===== src/rtl/gdbp_pkg.sv =====
package gdbp_pkg;

    localparam int MAX_WIDTH_DEF = 1024;
    localparam int QUEUE_DEPTH = 2;

    localparam int PIXEL_W = 8;
    localparam int WIDTH_REG_W = 11;
    localparam int HEIGHT_REG_W = 16;
    localparam int CFG_ADDR_W = 2;
    localparam int CFG_DATA_W = 16;

    localparam logic RESET_DITHER_MODE = 1'b1;
    localparam logic [7:0] RESET_THRESHOLD = 8'd128;
    localparam logic [WIDTH_REG_W-1:0] RESET_IMAGE_WIDTH = 11'd576;
    localparam logic [HEIGHT_REG_W-1:0] RESET_IMAGE_HEIGHT = 16'd1;

    typedef enum logic [CFG_ADDR_W-1:0] {
        CFG_DITHER_MODE  = 2'd0,
        CFG_THRESHOLD    = 2'd1,
        CFG_IMAGE_WIDTH  = 2'd2,
        CFG_IMAGE_HEIGHT = 2'd3
    } cfg_index_t;

    typedef struct packed {
        logic                    dither_mode;
        logic [7:0]              threshold;
        logic [WIDTH_REG_W-1:0]  image_width;
        logic [HEIGHT_REG_W-1:0] image_height;
    } cfg_t;

    typedef struct packed {
        logic [PIXEL_W-1:0] pixel;
        logic               row_end;
        logic               last_row;
        logic               first_row;
    } item_t;

    // signed product / 16, truncated toward zero
    function automatic logic signed [8:0] div16(input logic signed [12:0] p);
        logic signed [12:0] biased;
        biased = p + ((p < 13'sd0) ? 13'sd15 : 13'sd0);
        return 9'(biased >>> 4);
    endfunction

endpackage


===== src/rtl/gdbp_queue.sv =====
module gdbp_queue #(
    parameter int DATA_W = 8,
    parameter int DEPTH = gdbp_pkg::QUEUE_DEPTH
) (
    input  logic              aclk,
    input  logic              aresetn,
    input  logic              push,
    input  logic [DATA_W-1:0] din,
    output logic              full,
    input  logic              pop,
    output logic              not_empty,
    output logic [DATA_W-1:0] dout
);

    localparam int PTR_W = (DEPTH > 1) ? $clog2(DEPTH) : 1;
    localparam int CNT_W = $clog2(DEPTH + 1);

    logic [DATA_W-1:0] entry_reg [DEPTH];
    logic [PTR_W-1:0] wr_ptr_reg, wr_ptr_next, rd_ptr_reg, rd_ptr_next;
    logic [CNT_W-1:0] count_reg, count_next;

    assign full = (count_reg == CNT_W'(DEPTH));
    assign not_empty = (count_reg != '0);
    assign dout = entry_reg[rd_ptr_reg];

    always_comb begin
        wr_ptr_next = wr_ptr_reg;
        rd_ptr_next = rd_ptr_reg;
        count_next = count_reg;
        if (push) begin
            wr_ptr_next = (wr_ptr_reg == PTR_W'(DEPTH - 1)) ? '0 : wr_ptr_reg + PTR_W'(1);
        end
        if (pop) begin
            rd_ptr_next = (rd_ptr_reg == PTR_W'(DEPTH - 1)) ? '0 : rd_ptr_reg + PTR_W'(1);
        end
        if (push && !pop) begin
            count_next = count_reg + CNT_W'(1);
        end else if (pop && !push) begin
            count_next = count_reg - CNT_W'(1);
        end
    end

    always_ff @(posedge aclk) begin
        if (!aresetn) begin
            wr_ptr_reg <= '0;
            rd_ptr_reg <= '0;
            count_reg <= '0;
        end else begin
            wr_ptr_reg <= wr_ptr_next;
            rd_ptr_reg <= rd_ptr_next;
            count_reg <= count_next;
        end
    end

    always_ff @(posedge aclk) begin
        if (push) begin
            entry_reg[wr_ptr_reg] <= din;
        end
    end

`ifndef SYNTH
    a_no_overflow: assert property (@(posedge aclk) disable iff (!aresetn)
        full |-> !push || pop)
        else $error("queue push while full");
    a_no_underflow: assert property (@(posedge aclk) disable iff (!aresetn)
        !not_empty |-> !pop)
        else $error("queue pop while empty");
    a_count_range: assert property (@(posedge aclk) disable iff (!aresetn)
        count_reg <= CNT_W'(DEPTH))
        else $error("queue count out of range");
`endif

endmodule


===== config.mk =====
export PLATFORM = sky130hd
export DESIGN_NAME = gdbp_queue
export DESIGN_NICKNAME = d
export VERILOG_FILES = /design/src/rtl/gdbp_pkg.sv /design/src/rtl/gdbp_queue.sv
export SDC_FILE = /design/constraint.sdc
export NUM_CORES = 1
export LEC_CHECK = 0
export BUFFER_PORTS_ARGS = -buffer_cell sky130_fd_sc_hd__buf_2
export CORE_ASPECT_RATIO = 0.6
export CORE_UTILIZATION = 27
export CTS_BUF_LIST = sky130_fd_sc_hd__clkbuf_8
export CTS_CLUSTER_SIZE = 25
export DETAILED_ROUTE_END_ITERATION = 12
export SLEW_MARGIN = 20
export SYNTH_ARGS = -nofsm -noshare
export SYNTH_HDL_FRONTEND = slang
export SYNTH_SLANG_ARGS = --single-unit

===== constraint.sdc =====
create_clock -name aclk -period 3.7 [get_ports aclk]
set_input_delay 1.11 -clock aclk [delete_from_list [all_inputs] [get_ports aclk]]
set_output_delay 1.11 -clock aclk [all_outputs]
set_load 0.01 [all_outputs]

### After elaboration in Yosys (flattened, before gate mapping)

Memory sizes are Yosys's and may differ from the RTL's. A register that Yosys moved wholly into a read port is not among the register bits.
Cells that the tools add are included.

* reductions and logical operators: 6
* eq/ne operators: 1
* add/sub/neg operators: 4
* muxes and demuxes: 8

Operators with widths (count)
* $mux W1: 6
* $mux W2: 2
* $reduce_bool A2 Y1: 2
* $add A1 B1 Y1 const B: 2
* $add A2 B1 Y2 const B: 1
* $eq A2 B2 Y1 const B: 1
* $logic_and A1 B1 Y1: 2
* $logic_not A1 Y1: 2
* $sub A2 B1 Y2 const B: 1

* output and inout port bits: 10
* word-level logic and storage cells: 23
* register bits: 4
* memories: 1
* input bits: 12
* bits in writable memories: 16

Memory list
* entry_reg: words 2, bits a word 8, read ports 1, clocked after Yosys merged registers in 1, write ports 1, RTL line gdbp_queue.sv:18 `logic [DATA_W-1:0] entry_reg [DEPTH];`

### Logic depth before layout (Yosys ltp)

Gate-level depths: netlist of run 1.

* word-level depth: 4
* depth in mapped cells: 5
* mapped depth without buffers: 5

### Least setup slack after synthesis of run 1

OpenSTA, ideal clock, no wires.

* kind: input-to-reg
* start: in pop
* end: reg count_reg[1]
* stages: 4
* path buffers: 0
* arrival: 1.885 ns
* path slack: 1.745 ns
* data required time: 3.630 ns
* cells stage by stage: inv_1 > ha_1 > or3_1 > a21boi_1

* word-level cells in the longest chain between the ends: 3

RTL lines
* start, declared: RTL line gdbp_queue.sv:10 `input logic pop,`
* $logic_not A1 Y1: RTL line gdbp_queue.sv:36 `if (push && !pop) begin`
* $logic_and A1 B1 Y1: RTL line gdbp_queue.sv:36
* $mux W2 or $reduce_bool A2 Y1 (tied branches)
* end signal, assigned: RTL line gdbp_queue.sv:51 `count_reg <= count_next;`
* end, declared: RTL line gdbp_queue.sv:20 `logic [CNT_W-1:0] count_reg, count_next;`

Several ways; a longest one is shown, not always the timed one.
A chain may end at the register's enable or synchronous reset.

==> metrics.txt, run 1 <==
DRC violation total after the first TritonRoute iteration=6; final critical path time including I/O delays and setup=around 2400 ps; worst min-delay path class=flop to flop; height of the die=between 40 and 50 um; synthesized area divided by synthesized cell count=around 17 um2; met1 layer usage reported by global route=about 11%; CTS tree=yes; Async SR Flop Fraction=0%; horizontal die dimension=72.14 um; max reg flops=16; Tot GR Track Use=8.649%; slowest CP cell=sky130_fd_sc_hd__dfxtp_1; worst setup path class=flop to primary output; post-route standard cell area excluding fillers=~1000 um2; via count of the first global-routing pass=412; via count normalized by instance count=3.811; number of nets with antenna violations after routing=0; number of antenna diodes=0; crit-path cells=mux2_2 -> buf_2; number of flip-flops and latches in the synthesized netlist=21; WL per Instance=around 11 um; GRT busiest layer=met2; Mapped Nets=60; leading register cell type out of synthesis=sky130_fd_sc_hd__edfxtp_1; residual DRC count=0; Clock Path Buffers=2; unrepaired setup endpoints after global routing=false; gp weighted congestion=0.6393; maximum cell stage delay along the critical path=between 500 and 600 ps; grt ovf=0; share of the clock period used by the worst path=around two thirds; number of instances in the synthesized netlist=between 40 and 50; Resized Gates After CTS=0; number of warnings printed during yosys synthesis=0; leakage power summed over all cells=between 0.0003 and 0.0004 uW; maximum clock frequency=~410 MHz; number of iterations in the first detailed-routing pass=2; clk sinks=21; maximum number of pins on one net before global-route repair=12; required time reported for the critical path endpoint=about 2600 ps; GRT met3 Usage=roughly 5%; ranking of synthesized cells by area=sky130_fd_sc_hd__edfxtp_1 (60%), sky130_fd_sc_hd__dfxtp_1 (13%), sky130_fd_sc_hd__mux2_2 (11%); Global Route met2 Usage=12.34%; Area growth syn-to-layout=24.49%; top cells by instance count after synthesis=sky130_fd_sc_hd__edfxtp_1 (16), sky130_fd_sc_hd__mux2_2 (8), sky130_fd_sc_hd__dfxtp_1 (5); sum of negative setup slack=0 ps; initial antenna violation count=0; Post-layout nets=85; number of H-tree branching levels=1; kind of capture point of the worst setup path=primary output; overall power consumption=about 480 uW; worst-case vdd ir drop=0.2136 mV; element type at the critical path start=flop; count of buffer and inverter cells on the critical path=1; CTS clock-pin slew for the worst setup and hold paths=60 ps; Min Hold Slack=494.6 ps; initial core utilization=a little under a third; post-synthesis instance area=about 800 um2; Slew headroom=between 50% and 60%; library cell occupying the most area in the post-synthesis netlist=sky130_fd_sc_hd__edfxtp_1; end-of-flow core utilization=about 38%; share of cells above drive strength 1=47.89%; number of setup violations in the final report=0; area share of the largest cell type after synthesis=60.28%; count leader, synth=sky130_fd_sc_hd__edfxtp_1; post-detailed-placement half-perimeter wirelength=roughly 900 um; area of the die=between 3000 and 4000 um2; quantity of I/O buffers inserted on ports=21; number of synthesized flops with an enable pin=16; first-pass GRT wire length=1932 um; final-report hold violation count=0; MaxCap Viol Count=0; number of library cell types mapped by synthesis=16; run status=completed; routed wire length=about 1200 um; placeable core region=between 2000 and 3000 um2; worst-margin pin slew=roughly 730 ps; final worst clock skew=2.381 ps; sequential fraction of the synthesis area=between 70 and 80%; TritonCTS Buffers=3; Final Max Tran Viols=0; clock latency reported for the late side of the worst-skew pair=around 250 ps; Worst Path Max Fanout=8; total number of vias=between 400 and 500; power density over the cells=480.6 nW/um2; Rows=14; Post-CTS Hold Fix Bufs=0; area after detailed placement=947.2 um2; Top Ports=22; worst path arrival time=between 1000 and 1500 ps; post-CTS setup buffer count=0; clock root buffer master=sky130_fd_sc_hd__clkbuf_8; Top delay family on crit path=flip-flops
==> cell type report <==
cell class	count	area [um2]
clock buffers	3	41.29
clock inverters	1	3.754
multi-input cells	24	207.7
inverters	1	3.754
flip-flops and latches	21	580.6
well taps	40	50.05
fillers	268	1653
repair buffers	21	105.1
==> stage by stage <==
step / cells / setup slack, ps
after floorplan: 47 / 1745
after global placement: 107 / 1519
after detailed placement: 107 / 1506
after CTS: 111 / 1254
after global routing: 111 / 1204
final: 111 / 1278
==> worst paths after layout <==
| path | endpoint | from | depth (start not counted) | slack (ps) |
|---|---|---|---|---|
| max reg2reg | entry_reg[0][6] | wr_ptr_reg | 1 | 2440 |
| min | count_reg[1] | count_reg[1] | 2 | 490 |
| min reg2reg | count_reg[1] | count_reg[1] | 2 | 490 |
| max | dout[5] | flop | 2 | 1280 |
==> kinds of logic after synthesis <==
logic type               Yosys count  share of synthesized area, %
AO/OA/AOI/OAI                      3                         2.512
multiplexers                       8                         11.30
XOR/XNOR                           3                         3.297
buffers and inverters              2                         1.098
adder cells (fa/ha/maj)            1                         1.570
AND/OR/NAND/NOR                    9                         7.379
flip-flops                        21                         72.84
==> layout by cell type (no fill, tap or decap) <==
cell type / instances
sky130_fd_sc_hd__o21ai_0: 1
sky130_fd_sc_hd__xor2_1: 2
sky130_fd_sc_hd__a21boi_1: 1
sky130_fd_sc_hd__o21a_1: 1
sky130_fd_sc_hd__and2b_2: 1
sky130_fd_sc_hd__buf_2: 21
sky130_fd_sc_hd__inv_1: 2
sky130_fd_sc_hd__nor2b_1: 2
sky130_fd_sc_hd__ha_1: 1
sky130_fd_sc_hd__mux2_2: 8
sky130_fd_sc_hd__or3_1: 1
sky130_fd_sc_hd__edfxtp_1: 16
sky130_fd_sc_hd__or2_2: 1
sky130_fd_sc_hd__xnor2_1: 1
sky130_fd_sc_hd__clkbuf_8: 3
sky130_fd_sc_hd__and2_1: 4
sky130_fd_sc_hd__dfxtp_1: 5
==> routing by layer <==
layer / vias to the layer above / wire length [um]
met5: - / 0
met4: 0 / 12
met3: 2 / 80
met2: 14 / 489
met1: 191 / 611
li1: 216 / -
==> where the power goes <==
part / leakage (uW) / internal (uW) / total [uW] / switching, uW
Sequential: 0.000192 / 270 / 280 / 9.40
Clock: 0.0000269 / 73.6 / 137 / 63.4
Combinational: 0.000174 / 33.4 / 60.4 / 26.9
Total: 0.000393 / 377 / 477 / 99.7
No activity file was read; power rests on OpenSTA's default activity.
==> run 2, diff against run 1 <==
==> constraint.sdc (replaced) <==
create_clock -name aclk -period 2.3 [get_ports aclk]
set_input_delay 0.69 -clock aclk [delete_from_list [all_inputs] [get_ports aclk]]
set_output_delay 0.69 -clock aclk [all_outputs]
set_load 0.01 [all_outputs]
==> run 2 against run 1 <==
  * Utilization rose by 0.28 points
  * Global-route usage fell by 0.25 points
  * Sequential cell count did not move
  * Die area did not move
  * Final area rose by 0.76%
  * Final cell count rose by 0.90%
  * Worst hold slack improved by 14 ps
  * Via count rose by 3.3%
  * Register-to-register slack got worse by 1200 ps
  * Largest cell class unchanged
  * Largest power group unchanged
  * Highest routed layer unchanged
==> metrics.txt, run 2 (synthesized netlist as in run 1, its figures left out) <==
run status=completed (unchanged); worst reg2reg path depth=1 (unchanged); routed wire length=1186 um (was 1194 um); number of H-tree branching levels=1 (unchanged); clock latency reported for the late side of the worst-skew pair=250 ps (about the same); Post-CTS Hold Fix Bufs=0 (unchanged); worst setup path class=flop to primary output (unchanged); TritonCTS Buffers=3 (unchanged); initial core utilization=30.13% (unchanged); worst path arrival time=1310 ps (about the same); maximum cell stage delay along the critical path=540 ps (about the same); most frequent standard cell in the layout excluding fill and tap cells=sky130_fd_sc_hd__buf_2 (unchanged); CTS clock-pin slew for the worst setup and hold paths=70 ps (was 60 ps); sum of negative setup slack=0 ps (unchanged); overall power consumption=770.5 uW (was 476.9 uW); quantity of I/O buffers inserted on ports=21 (unchanged); number of placed instances with taps included=108 (was 107); final worst clock skew=1.868 ps (was 2.381 ps); leakage power summed over all cells=0.0003978 uW (was 0.0003928 uW); area of the die=3180 um2 (unchanged); end-of-flow core utilization=37.80% (was 37.51%); WL per Instance=10.59 um (was 10.76 um); Hold Path Stages=2 (unchanged); max reg flops=16 (unchanged); kind of capture point of the worst setup path=primary output (unchanged); gp weighted congestion=0.5876 (was 0.6393); final-report hold violation count=0 (unchanged); crit-path cells=mux2_2 -> buf_2 (unchanged); number of nets with antenna violations after routing=0 (unchanged); Clock Path Buffers=2 (unchanged); endpoint with the worst hold slack=count_reg[1] (unchanged); number of setup violations in the final report=0 (unchanged); hold_sp=count_reg[1] (unchanged); clk sinks=21 (unchanged); MaxCap Viol Count=0 (unchanged); horizontal die dimension=72.14 um (unchanged); end of the worst register-to-register path=entry_reg[1][5] (was entry_reg[0][6]); initial antenna violation count=0 (unchanged); setup slack of the most critical reg-to-reg path=1260 ps (was 2440 ps); Post-layout nets=86 (was 85); Rows=14 (unchanged); Area growth syn-to-layout=25.43% (was 24.49%); via count normalized by instance count=3.902 (was 3.811); slowest CP cell=sky130_fd_sc_hd__dfxtp_1 (unchanged); via count of the first global-routing pass=429 (was 412); clock root buffer master=sky130_fd_sc_hd__clkbuf_8 (unchanged); first-pass GRT wire length=1890 um (was 1932 um); Resized Gates After CTS=0 (unchanged); Final Max Tran Viols=0 (unchanged); r2r startpoint=wr_ptr_reg (unchanged); maximum number of pins on one net before global-route repair=12 (unchanged); Worst Path Max Fanout=8 (unchanged); final critical path time including I/O delays and setup=between 1500 and 2000 ps; DRC violation total after the first TritonRoute iteration=23 (was 6); required time reported for the critical path endpoint=1610 ps (was 2590 ps); worst min-delay path class=flop to flop (unchanged); maximum clock frequency=around 500 MHz; Min Hold Slack=508.2 ps (was 494.6 ps); placeable core region=2645 um2 (unchanged); most frequent cells in the layout=sky130_fd_sc_hd__buf_2 (21), sky130_fd_sc_hd__edfxtp_1 (16), sky130_fd_sc_hd__mux2_2 (8), sky130_fd_sc_hd__dfxtp_1 (5), sky130_fd_sc_hd__and2_1 (4) (unchanged); number of antenna diodes=0 (unchanged); worst-margin pin slew=381.6 ps (was 728.2 ps); residual DRC count=0 (unchanged); share of cells above drive strength 1=48.61% (was 47.89%); height of the die=44.09 um (unchanged); CTS tree=yes (unchanged); non-filler cells in the finished layout=112 (was 111); share of the clock period used by the worst path=86.91%; Tot GR Track Use=8.401% (was 8.649%); total number of vias=437 (was 423); unrepaired setup endpoints after global routing=false (unchanged); number of iterations in the first detailed-routing pass=3 (was 2); post-CTS setup buffer count=0 (unchanged); element type at the critical path start=flop (unchanged); Top Ports=22 (unchanged); worst-case vdd ir drop=0.3043 mV (was 0.2136 mV); power density over the cells=770.7 nW/um2 (was 480.6 nW/um2); grt ovf=0 (unchanged); Slew headroom=74.56% (was 51.36%)
run 2: cell types whose count changed in the layout (fill, tap and decap cells not counted), sizes merged:
cell  previous run  this run
buf             21        22
run 2: metal layers:
| metal | up-vias | track usage, % | part of all wire, % |
|---|---|---|---|
| met5 | - | 0 | 0 |
| met4 | 0 | 3.529 | 1.0 |
| met3 | 2 | 4.556 | 7.7 |
| met2 | 14 | 13.46 | 45 |
| met1 | 204 | 9.503 | 47 |
| li1 | 217 | - | - |
run 2: worst max-delay path, delay by kind of cell (launching register included):
family,cells,cell delay (ps)
buf+inv,1,140
flops,1,540
mux,1,380
run 2: how the worst max path moves through the flow:
stage / from / end / depth (start not counted)
after floorplan: pop / count_reg[1] / 4
after global placement: flop / dout[6] / 2
after detailed placement: flop / dout[6] / 2
after CTS: flop / dout[6] / 2
after global routing: flop / dout[6] / 2
final: flop / dout[6] / 2
run 2: cell type report:
cell class | count | area, um2
clock buffers | 3 | 41.29
multi-input cells | 24 | 207.7
flip-flops and latches | 21 | 580.6
repair buffers | 22 | 112.6
inverters | 1 | 3.754
well taps | 40 | 50.05
clock inverters | 1 | 3.754
fillers | 248 | 1645
run 2: per-stage QoR:
stage	area, um2	setup WS (ps)
CTS	999.7	242.5
floorplan	797.0	765.1
global placement	954.7	545.8
finish	999.7	301.1
detailed placement	954.7	544.5
global route	999.7	202.5
run 2: power by group:
group          internal [uW]  leakage (uW)  switching (uW)
Combinational           55.4      0.000179            43.7
Sequential               434      0.000192            14.3
Clock                    118     0.0000269             104
Total                    608      0.000398             162
