File: config.mk
export PLATFORM = sky130hd
export DESIGN_NAME = gdbp_front
export DESIGN_NICKNAME = d
export VERILOG_FILES = /design/src/rtl/gdbp_pkg.sv /design/src/rtl/gdbp_front.sv
export SDC_FILE = /design/constraint.sdc
export NUM_CORES = 1
export LEC_CHECK = 0
export ABC_AREA = 1
export BUFFER_PORTS_ARGS = -buffer_cell sky130_fd_sc_hd__buf_4
export CAP_MARGIN = 15
export CORE_MARGIN = 5
export CORE_UTILIZATION = 55
export CTS_CLUSTER_SIZE = 28
export DETAILED_ROUTE_END_ITERATION = 8
export PLACE_DENSITY = 0.94
export SKIP_LAST_GASP = 1
export SLEW_MARGIN = 20
export SYNTH_ARGS = -nofsm -noshare
export SYNTH_HDL_FRONTEND = slang
export SYNTH_SLANG_ARGS = --single-unit
File: constraint.sdc
create_clock -name aclk -period 8.65 [get_ports aclk]
set_clock_uncertainty 0.2 [all_clocks]
set_input_delay 0.865 -clock aclk [delete_from_list [all_inputs] [get_ports aclk]]
set_output_delay 0.865 -clock aclk [all_outputs]
set_load 0.03 [all_outputs]
File: src/rtl/gdbp_pkg.sv
package gdbp_pkg;

    localparam int MAX_WIDTH_DEF = 1024;
    localparam int QUEUE_DEPTH = 2;

    localparam int PIXEL_W = 8;
    localparam int WIDTH_REG_W = 11;
    localparam int HEIGHT_REG_W = 16;
    localparam int CFG_ADDR_W = 2;
    localparam int CFG_DATA_W = 16;

    localparam logic RESET_DITHER_MODE = 1'b1;
    localparam logic [7:0] RESET_THRESHOLD = 8'd128;
    localparam logic [WIDTH_REG_W-1:0] RESET_IMAGE_WIDTH = 11'd576;
    localparam logic [HEIGHT_REG_W-1:0] RESET_IMAGE_HEIGHT = 16'd1;

    typedef enum logic [CFG_ADDR_W-1:0] {
        CFG_DITHER_MODE  = 2'd0,
        CFG_THRESHOLD    = 2'd1,
        CFG_IMAGE_WIDTH  = 2'd2,
        CFG_IMAGE_HEIGHT = 2'd3
    } cfg_index_t;

    typedef struct packed {
        logic                    dither_mode;
        logic [7:0]              threshold;
        logic [WIDTH_REG_W-1:0]  image_width;
        logic [HEIGHT_REG_W-1:0] image_height;
    } cfg_t;

    typedef struct packed {
        logic [PIXEL_W-1:0] pixel;
        logic               row_end;
        logic               last_row;
        logic               first_row;
    } item_t;

    // signed product / 16, truncated toward zero
    function automatic logic signed [8:0] div16(input logic signed [12:0] p);
        logic signed [12:0] biased;
        biased = p + ((p < 13'sd0) ? 13'sd15 : 13'sd0);
        return 9'(biased >>> 4);
    endfunction

endpackage

File: src/rtl/gdbp_front.sv
module gdbp_front #(
    parameter int MAX_WIDTH = gdbp_pkg::MAX_WIDTH_DEF,
    parameter int COL_W = $clog2(MAX_WIDTH)
) (
    input  logic                             aclk,
    input  logic                             aresetn,
    input  logic                             cfg_valid,
    input  logic [gdbp_pkg::CFG_ADDR_W-1:0]  cfg_addr,
    input  logic [gdbp_pkg::CFG_DATA_W-1:0]  cfg_data,
    output gdbp_pkg::cfg_t                   cfg,
    input  logic                             s_tvalid,
    output logic                             s_tready,
    input  logic [gdbp_pkg::PIXEL_W-1:0]     s_tdata,
    input  logic                             clearing,
    input  logic                             q_full,
    output logic                             q_push,
    output gdbp_pkg::item_t                  q_item,
    output logic [COL_W-1:0]                 q_col
);

    localparam int WCMP_W = ($clog2(MAX_WIDTH + 1) > gdbp_pkg::WIDTH_REG_W) ?
                            $clog2(MAX_WIDTH + 1) : gdbp_pkg::WIDTH_REG_W;
    localparam int RCMP_W = gdbp_pkg::HEIGHT_REG_W + 1;

    gdbp_pkg::cfg_t cfg_reg;
    logic [COL_W-1:0] col_reg, col_next;
    logic [gdbp_pkg::HEIGHT_REG_W-1:0] row_reg, row_next;

    logic [WCMP_W-1:0] width_raw, width_eff, col_plus;
    logic [RCMP_W-1:0] height_eff, row_plus;
    logic row_end, last_row;

    always_ff @(posedge aclk) begin
        if (!aresetn) begin
            cfg_reg.dither_mode  <= gdbp_pkg::RESET_DITHER_MODE;
            cfg_reg.threshold    <= gdbp_pkg::RESET_THRESHOLD;
            cfg_reg.image_width  <= gdbp_pkg::RESET_IMAGE_WIDTH;
            cfg_reg.image_height <= gdbp_pkg::RESET_IMAGE_HEIGHT;
        end else if (cfg_valid) begin
            unique case (gdbp_pkg::cfg_index_t'(cfg_addr))
                gdbp_pkg::CFG_DITHER_MODE:  cfg_reg.dither_mode <= cfg_data[0];
                gdbp_pkg::CFG_THRESHOLD:    cfg_reg.threshold <= cfg_data[7:0];
                gdbp_pkg::CFG_IMAGE_WIDTH:
                    cfg_reg.image_width <= cfg_data[gdbp_pkg::WIDTH_REG_W-1:0];
                gdbp_pkg::CFG_IMAGE_HEIGHT:
                    cfg_reg.image_height <= cfg_data[gdbp_pkg::HEIGHT_REG_W-1:0];
                default: cfg_reg <= cfg_reg;
            endcase
        end
    end

    assign cfg = cfg_reg;

    always_comb begin
        width_raw = WCMP_W'(cfg_reg.image_width);
        if (width_raw == '0) begin
            width_eff = WCMP_W'(1);
        end else if (width_raw > WCMP_W'(MAX_WIDTH)) begin
            width_eff = WCMP_W'(MAX_WIDTH);
        end else begin
            width_eff = width_raw;
        end
        height_eff = (cfg_reg.image_height == '0) ? RCMP_W'(1) : RCMP_W'(cfg_reg.image_height);
        col_plus = WCMP_W'(col_reg) + WCMP_W'(1);
        row_plus = RCMP_W'(row_reg) + RCMP_W'(1);
        row_end = (col_plus >= width_eff);
        last_row = (row_plus >= height_eff);

        col_next = row_end ? '0 : col_plus[COL_W-1:0];
        if (!row_end) begin
            row_next = row_reg;
        end else if (last_row) begin
            row_next = '0;
        end else begin
            row_next = row_plus[gdbp_pkg::HEIGHT_REG_W-1:0];
        end
    end

    assign s_tready = !q_full && !clearing;
    assign q_push = s_tvalid && s_tready;

    always_comb begin
        q_item.pixel = s_tdata;
        q_item.row_end = row_end;
        q_item.last_row = last_row;
        q_item.first_row = (row_reg == '0);
        q_col = col_reg;
    end

    always_ff @(posedge aclk) begin
        if (!aresetn) begin
            col_reg <= '0;
            row_reg <= '0;
        end else if (q_push) begin
            col_reg <= col_next;
            row_reg <= row_next;
        end
    end

endmodule

# Yosys cells after proc, flatten, opt, wreduce, memory -nomap -nowiden
# Cells that the tools add are included.
# op_classes
reduce_logical	13
n_lt_le_gt_ge	3
add_sub_neg	2
n_eq_ne	3
muxes	5
# ops
operator	n
16-bit zero test	2
16-bit 2-to-1 mux	2
11-bit 2-to-1 mux	2
16-bit by 1-bit adder with 17-bit output (second input constant)	1
17-bit by 16-bit greater-or-equal comparator with 1-bit output	1
10-bit by 1-bit adder with 11-bit output (second input constant)	1
11-bit greater-or-equal comparator	1
11-bit greater-than comparator (second input constant)	1
11-bit zero test	1
10-bit 2-to-1 mux	1
2-bit AND reduction	5
2-bit equality test (second input constant)	2
2-bit by 1-bit equality test with 1-bit output (second input constant)	1
1-bit logical AND	2
1-bit zero test	2
2-bit zero test	1
# word_totals
output_inout_bits	59
input_bits	32
ff_bits	62

# Longest topological paths before layout
# Gate-level depths: netlist of the first run.
# logic_depth
ltp_word	5
depth_mapped	18
ltp_nobuf	17

# Worst setup path after synthesis of the first run
# No wires, ideal clock.
# synth_timing
kind	register to output
startpoint	register row_reg[0] in the netlist's numbering
endpoint	output q_item[1] in the netlist's numbering
path_buffers	2
stages_incl_launch_ff	17
arrival_time_ns	2.374
path_slack_ns	5.211
path_cell_list	dfxtp_1 > ha_1 > nand3_2 > inv_1 > nand2_1 > nor2_1 > nand2_1 > xor2_1 > ha_1 > nand4_1 > nor2_1 > nand3_2 > nor2_1 > nor2_4 > buf_6 > nand2_1 > buf_4
# synth_via
elab_chain_len	2
# synth_lines
element	line_no	text
start: declaration	gdbp_front.sv:27	logic [gdbp_pkg::HEIGHT_REG_W-1:0] row_reg, row_next;
start signal: assignment	gdbp_front.sv:96	row_reg <= row_next;
16-bit by 1-bit adder with 17-bit output	gdbp_front.sv:65	row_plus = RCMP_W'(row_reg) + RCMP_W'(1);
17-bit by 16-bit greater-or-equal comparator with 1-bit output	gdbp_front.sv:67	last_row = (row_plus >= height_eff);
end: declaration	gdbp_front.sv:17	output gdbp_pkg::item_t q_item,
# Every way passes these cells.

==> results of run 1 <==
-- routing by layer --
metal  track usage, %  vias up  wire (um)
met2             45.7      219       5440
li1                 -     1894          -
met4             11.7        0        394
met5                0        -          0
met3             7.16       48       1010
met1             30.8     1842       4430
-- worst register-to-register path, stage by stage, from the launching register on --
cell and delay, ns:
dfxtp_1 0.36, inv_1 0.12, nand4_1 0.14, o21ai_1 0.54, nand2_1 0.13, ha_1 0.36
nand2_1 0.06, o21ai_0 0.24, nand3_1 0.16, nand4_1 0.25, nand2_2 0.29, inv_2 0.37
a21oi_1 0.13
-- worst max path at each step --
stage                           from        end  slack (ns)  cells past startpoint
after global placement    row_reg[0]  q_item[1]        5.03                     15
after floorplan           row_reg[0]  q_item[1]        5.21                     16
after CTS                 row_reg[0]  q_item[1]        4.51                     15
after detailed placement  row_reg[0]  q_item[1]        4.88                     15
final                     row_reg[0]  q_item[1]        4.48                     16
after global routing      row_reg[0]  q_item[1]        4.21                     15
-- report_power, final --
part,internal (mW),switching (mW),leakage (nW)
clock network,0.222,0.128,0.134
registers,0.295,0.0102,0.505
logic,0.0454,0.0884,1.62
-- cells by family (layout without fill, tap and decap cells) --
logic type	count (synthesis)	after routing
xor+xnor	19	19
simple gates	242	242
compound gates	97	97
buf+inv	101	165
flops	62	62
fa+ha+maj	30	30
-- synth_stat cells (all sizes together) --
cell type | number | area (um2)
clkbuf | 11 | 41.3
xor2 | 17 | 149
nor3 | 7 | 35.0
a21oi | 54 | 282
dfxtp | 62 | 1240
nand2 | 127 | 489
nor2 | 58 | 240
nand4 | 8 | 50.1
o21a | 1 | 7.51
ha | 30 | 375
nand3b | 2 | 15.0
o211ai | 3 | 22.5
o31ai | 1 | 7.51
a41o | 1 | 10.0
nand3 | 34 | 195
nor4 | 5 | 31.3
o21ai | 37 | 185
inv | 73 | 274
buf | 15 | 111
xnor2 | 2 | 17.5
clkinv | 2 | 7.51
and3 | 1 | 6.26
-- area by class of cell --
class | instances | area, um2 | share of cell area (%)
well taps | 80 | 100 | 2.19
clock buffers | 9 | 124 | 2.71
clock inverters | 7 | 146 | 3.21
repair buffers | 74 | 556 | 12.2
multi-input cells | 388 | 2120 | 46.4
inverters | 75 | 282 | 6.16
flip-flops and latches | 62 | 1240 | 27.2
-- metrics by stage --
| stage | util [%] | hold WS (ns) |
|---|---|---|
| floorplan | - | 0.332 |
| global placement | 63.6 | 0.263 |
| detailed placement | 63.6 | 0.276 |
| CTS | 67.6 | 0.293 |
| global route | 67.6 | 0.323 |
| finish | 67.6 | 0.292 |
==> results.py, run 1 <==
metrics = {
    "min_path": {
        "min_to": "cfg[29]",
        "min_from": "cfg[29]",
        "hold_path_depth": 2,
        "hp-class": "reg -> reg",
    },
    "die": {
        "rows": 30,
        "coreArea_um2": 6760,
        "dieArea_um2": 8660,
        "die_w_um": 93.1,
        "start_util_pct": 56.1,
        "die_h_um": 93.1,
        "io-pin-count": 91,
    },
    "final_layout": {
        "syn_to_final_growth_pct": 20.4,
        "nets": 672,
        "fill_cells": 516,
        "largest_reg_flops": 25,
        "diodes": 0,
        "final_common_cell": "nand2_1",
        "design_area_um2": 4570,
        "final_cells": 695,
        "final_cell_mix": "nand2_1 (122), buf_4 (74), inv_1 (71), dfxtp_1 (62), nor2_1 (53)",
        "drive_gt1_share_pct": 17.9,
    },
    "power_and_ir_drop": {
        "leakage_nw": 2.26,
        "power.density_nw_per_um2": 173,
        "max-vdd-ir-drop_uv": 169,
        "power_mw": 0.789,
    },
    "clocking": {
        "cts_hold_buf": 0,
        "clk_latency_ns": 0.35,
        "htree_levels": 3,
        "cts_tree": "done",
        "cts_buffers": 9,
        "path_clk_slew_ns": 0.08,
        "root_buffer": "clkbuf_8",
        "cts_setup_buffers": 0,
        "clkSinkCount": 62,
        "cts_max_path_buffers": 2,
        "cts_resized": 0,
    },
    "place": {
        "gp_congestion": 0.977,
        "placedInstanceArea_um2": 4300,
        "dp_hpwl_um": 8090,
        "dp.cells": 679,
        "pre_cts_ws_ns": 4.88,
        "io_buffers": 74,
    },
    "critical_path": {
        "critPathKind": "reg -> out",
        "arrival_ns": 3.11,
        "worstReg2RegEnd": "row_reg[2]",
        "reg2reg_from": "width_raw[9]",
        "crit_buf_inv": 2,
        "start_kind": "register",
        "cp.required_ns": 7.59,
        "slowest_stage": "dfxtp_1",
        "critPathMaxStageDelay_ns": 0.40,
        "r2r_slack_ns": 5.20,
        "critPathMaxFanout": 17,
        "cp_top_family": "simple AND/OR/NAND/NOR gates",
        "path_cells": "ha_1 > nand3_2 > inv_1 > nand2_1 > nor2_1 > xor2_1 > ha_1 > nand2_1 > nand2_1 > nand2_1 > a21oi_1 > nand3_2 > nand2_2 > nor2_4 > nand2_1 > buf_4",
        "rr_worst_depth": 12,
        "worstSetupEndpointType": "output port",
        "cpMostUsedCell": "nand2_1",
    },
    "run": {
        "max_cap_viol_count": 0,
    },
    "route": {
        "num_vias": 4003,
        "drc": 0,
        "avgViaCountPerCell": 5.76,
        "drt-pass1-iter-count": 6,
        "postRouteWirelength_um": 11300,
        "wl_per_cell_um": 16.2,
        "detail-route-antenna-nets": 0,
        "drt_iter0_markers": 296,
    },
    "yosys": {
        "avgSynthCellArea_um2": 6.89,
        "netlist_area_um2": 3790,
        "ys_seq_area_share_pct": 32.7,
        "synth_compound_area_share_pct": 13.6,
        "synth_warnings": 0,
        "yosys.area_share.simple_pct": 28.0,
        "synth_mux_area_share_pct": 0,
        "synth-xor-area-share_pct": 4.39,
        "ys_ff_latch": 62,
        "synth_top_family_by_area": "simple AND/OR/NAND/NOR gates",
        "syn_nets": 613,
        "synth_fa_ha_area_share_pct": 9.89,
        "syn_inst": 551,
        "synth_cell_types": 32,
    },
    "grt": {
        "overflow": 0,
        "grt_first_pass_wirelength_um": 18500,
        "grt_pass1_vias": 3955,
        "grt_max_degree": 55,
        "track_usage_pct": 26.6,
        "antenna_found_initial": 0,
    },
    "timing": {
        "grt_setup_unrepaired": "false",
        "clock.fmax_mhz": 240,
        "max-slew-margin-rel_pct": 47.1,
        "finalCriticalPeriod_ns": 4.17,
        "setup_viol": 0,
        "fin_ws_ns": 4.48,
        "tightest_slew_ns": 0.792,
        "fin_setup_tns_ns": 0,
        "fin_crit_sh_pct": 48.2,
        "report.final.slew_viol_count": 0,
        "hold_violations": 0,
    },
    "status": {
        "outcome": "finished, final reports clean",
    },
}
Note: power is estimated with default switching activity, not from simulation.
==> run 2, diff against run 1 <==
--- a/config.mk
+++ b/config.mk
@@ -9,10 +9,10 @@
 export BUFFER_PORTS_ARGS = -buffer_cell sky130_fd_sc_hd__buf_4
 export CAP_MARGIN = 15
 export CORE_MARGIN = 5
-export CORE_UTILIZATION = 55
+export CORE_UTILIZATION = 49
 export CTS_CLUSTER_SIZE = 28
 export DETAILED_ROUTE_END_ITERATION = 8
-export PLACE_DENSITY = 0.94
+export PLACE_DENSITY = 0.89
 export SKIP_LAST_GASP = 1
 export SLEW_MARGIN = 20
 export SYNTH_ARGS = -nofsm -noshare
==> constraint.sdc (replaced) <==
create_clock -name aclk -period 3.8 [get_ports aclk]
set_clock_uncertainty 0.2 [all_clocks]
set_input_delay 0.38 -clock aclk [delete_from_list [all_inputs] [get_ports aclk]]
set_output_delay 0.38 -clock aclk [all_outputs]
set_load 0.03 [all_outputs]
==> results.py, run 2 (synthesis gave the netlist of run 1 again) <==
metrics = {
    "timing": {
        "fin_crit_sh_pct": 93.5,
        "report.final.slew_viol_count": 0,
        "whs_ns": 0.0651,
        "clock.fmax_mhz": 282,
        "setup_viol": 0,
        "tightest_slew_ns": 0.760,
        "fin_setup_tns_ns": 0,
        "hold_violations": 0,
        "finalCriticalPeriod_ns": 3.55,
        "max-slew-margin-rel_pct": 49.3,
        "grt_setup_unrepaired": "false",
    },
    "die": {
        "io-pin-count": 91,
        "die_h_um": 98.0,
        "start_util_pct": 49.6,
        "coreArea_um2": 7650,
        "dieArea_um2": 9600,
        "die_w_um": 98.0,
        "rows": 32,
    },
    "critical_path": {
        "arrival_ns": 2.97,
        "worstSetupEndpointType": "output port",
        "cp.required_ns": 3.22,
        "critPathKind": "reg -> out",
        "critPathMaxFanout": 5,
        "start_kind": "register",
    },
    "grt": {
        "grt_pass1_vias": 3583,
        "overflow": 0,
        "track_usage_pct": 21.3,
        "grt_first_pass_wirelength_um": 16800,
        "grt_max_degree": 55,
        "antenna_found_initial": 0,
    },
    "place": {
        "io_buffers": 74,
        "dp.cells": 703,
        "gp_congestion": 0.884,
        "dp_hpwl_um": 7740,
    },
    "route": {
        "drc": 0,
        "wl_per_cell_um": 14.2,
        "postRouteWirelength_um": 10200,
        "avgViaCountPerCell": 5.31,
        "drt-pass1-iter-count": 7,
        "detail-route-antenna-nets": 0,
        "num_vias": 3818,
        "drt_iter0_markers": 217,
    },
    "power_and_ir_drop": {
        "power.density_nw_per_um2": 367,
        "max-vdd-ir-drop_uv": 250,
        "power_mw": 1.68,
        "leakage_nw": 2.25,
    },
    "final_layout": {
        "syn_to_final_growth_pct": 20.5,
        "nets": 674,
        "final_common_cell": "nand2_1",
        "final_cells": 719,
        "multiInputGateArea_um2": 2120,
        "finish.utilization_pct": 59.8,
        "drive_gt1_share_pct": 18.2,
        "fill_cells": 662,
        "final_cell_mix": "nand2_1 (122), buf_4 (76), inv_1 (71), dfxtp_1 (62), nor2_1 (53)",
        "diodes": 0,
        "largest_reg_flops": 25,
        "register_area_um2": 1240,
    },
    "clocking": {
        "cts_tree": "done",
        "htree_levels": 3,
        "root_buffer": "clkbuf_8",
        "cts_hold_buf": 0,
        "clkSinkCount": 62,
        "cts_buffers": 9,
        "cts_max_path_buffers": 2,
        "cts_resized": 0,
        "path_clk_slew_ns": 0.08,
        "cts_setup_buffers": 0,
        "clk_latency_ns": 0.36,
    },
    "min_path": {
        "hp-class": "in -> reg",
    },
    "status": {
        "outcome": "finished, final reports clean",
    },
    "run": {
        "max_cap_viol_count": 0,
    },
}
-- run 2: cell count changes in the layout (fill, tap and decap cells not counted), sizes merged --
| cell | delta |
|---|---|
| buf | +2 |
| bufinv | -2 |
| clkbuf | +1 |
| clkinv | -1 |
| clkinvlp | +1 |
| inv | +1 |
-- run 2: final timing paths --
kind,startpoint,endpoint,slack (ns),depth (start not counted)
setup / recovery,row_reg[0],q_item[1],0.25,15
hold / removal,cfg_data[7],cfg[34],0.07,3
setup reg to reg,width_raw[0],row_reg[3],0.60,12
hold reg to reg,cfg[34],cfg[34],0.29,2
-- run 2: metrics by stage --
stage,cell area (um2),setup slack (ns)
floorplan,3790,0.846
global placement,4340,0.713
detailed placement,4340,0.667
CTS,4570,0.267
global route,4570,0.0493
finish,4570,0.248
-- run 2: area by class of cell --
cell class	count	share of cell area, %
flip-flops and latches	62	27.2
inverters	75	6.16
well taps	102	2.79
multi-input cells	388	46.3
clock buffers	10	3.01
clock inverters	6	2.05
repair buffers	76	12.5
-- run 2: power breakdown --
group	switching, mW	internal (mW)
Sequential	0.0220	0.672
Combinational	0.200	0.109
Clock	0.284	0.391
Total	0.506	1.17
-- run 2: routing by layer --
layer | up-vias | share of wire, % | GRT usage, % | routed length (um)
met5 | - | 0 | 0 | 0
met4 | 0 | 1.2 | 5.01 | 123
met3 | 14 | 9.4 | 6.00 | 961
met2 | 177 | 48 | 35.7 | 4870
met1 | 1730 | 42 | 27.1 | 4240
li1 | 1897 | - | - | -
-- run 2: worst max-delay path: stages, from the launching register on --
cell	delay [ns]
dfxtp_1	0.42
ha_1	0.23
nand3_2	0.15
inv_1	0.08
nand2_1	0.07
nor2_1	0.18
nand2_1	0.09
xor2_1	0.17
ha_1	0.33
nand4_1	0.10
nor2_1	0.18
nand3_2	0.11
nor2_1	0.19
nor2_4	0.04
nand2_1	0.10
buf_4	0.17
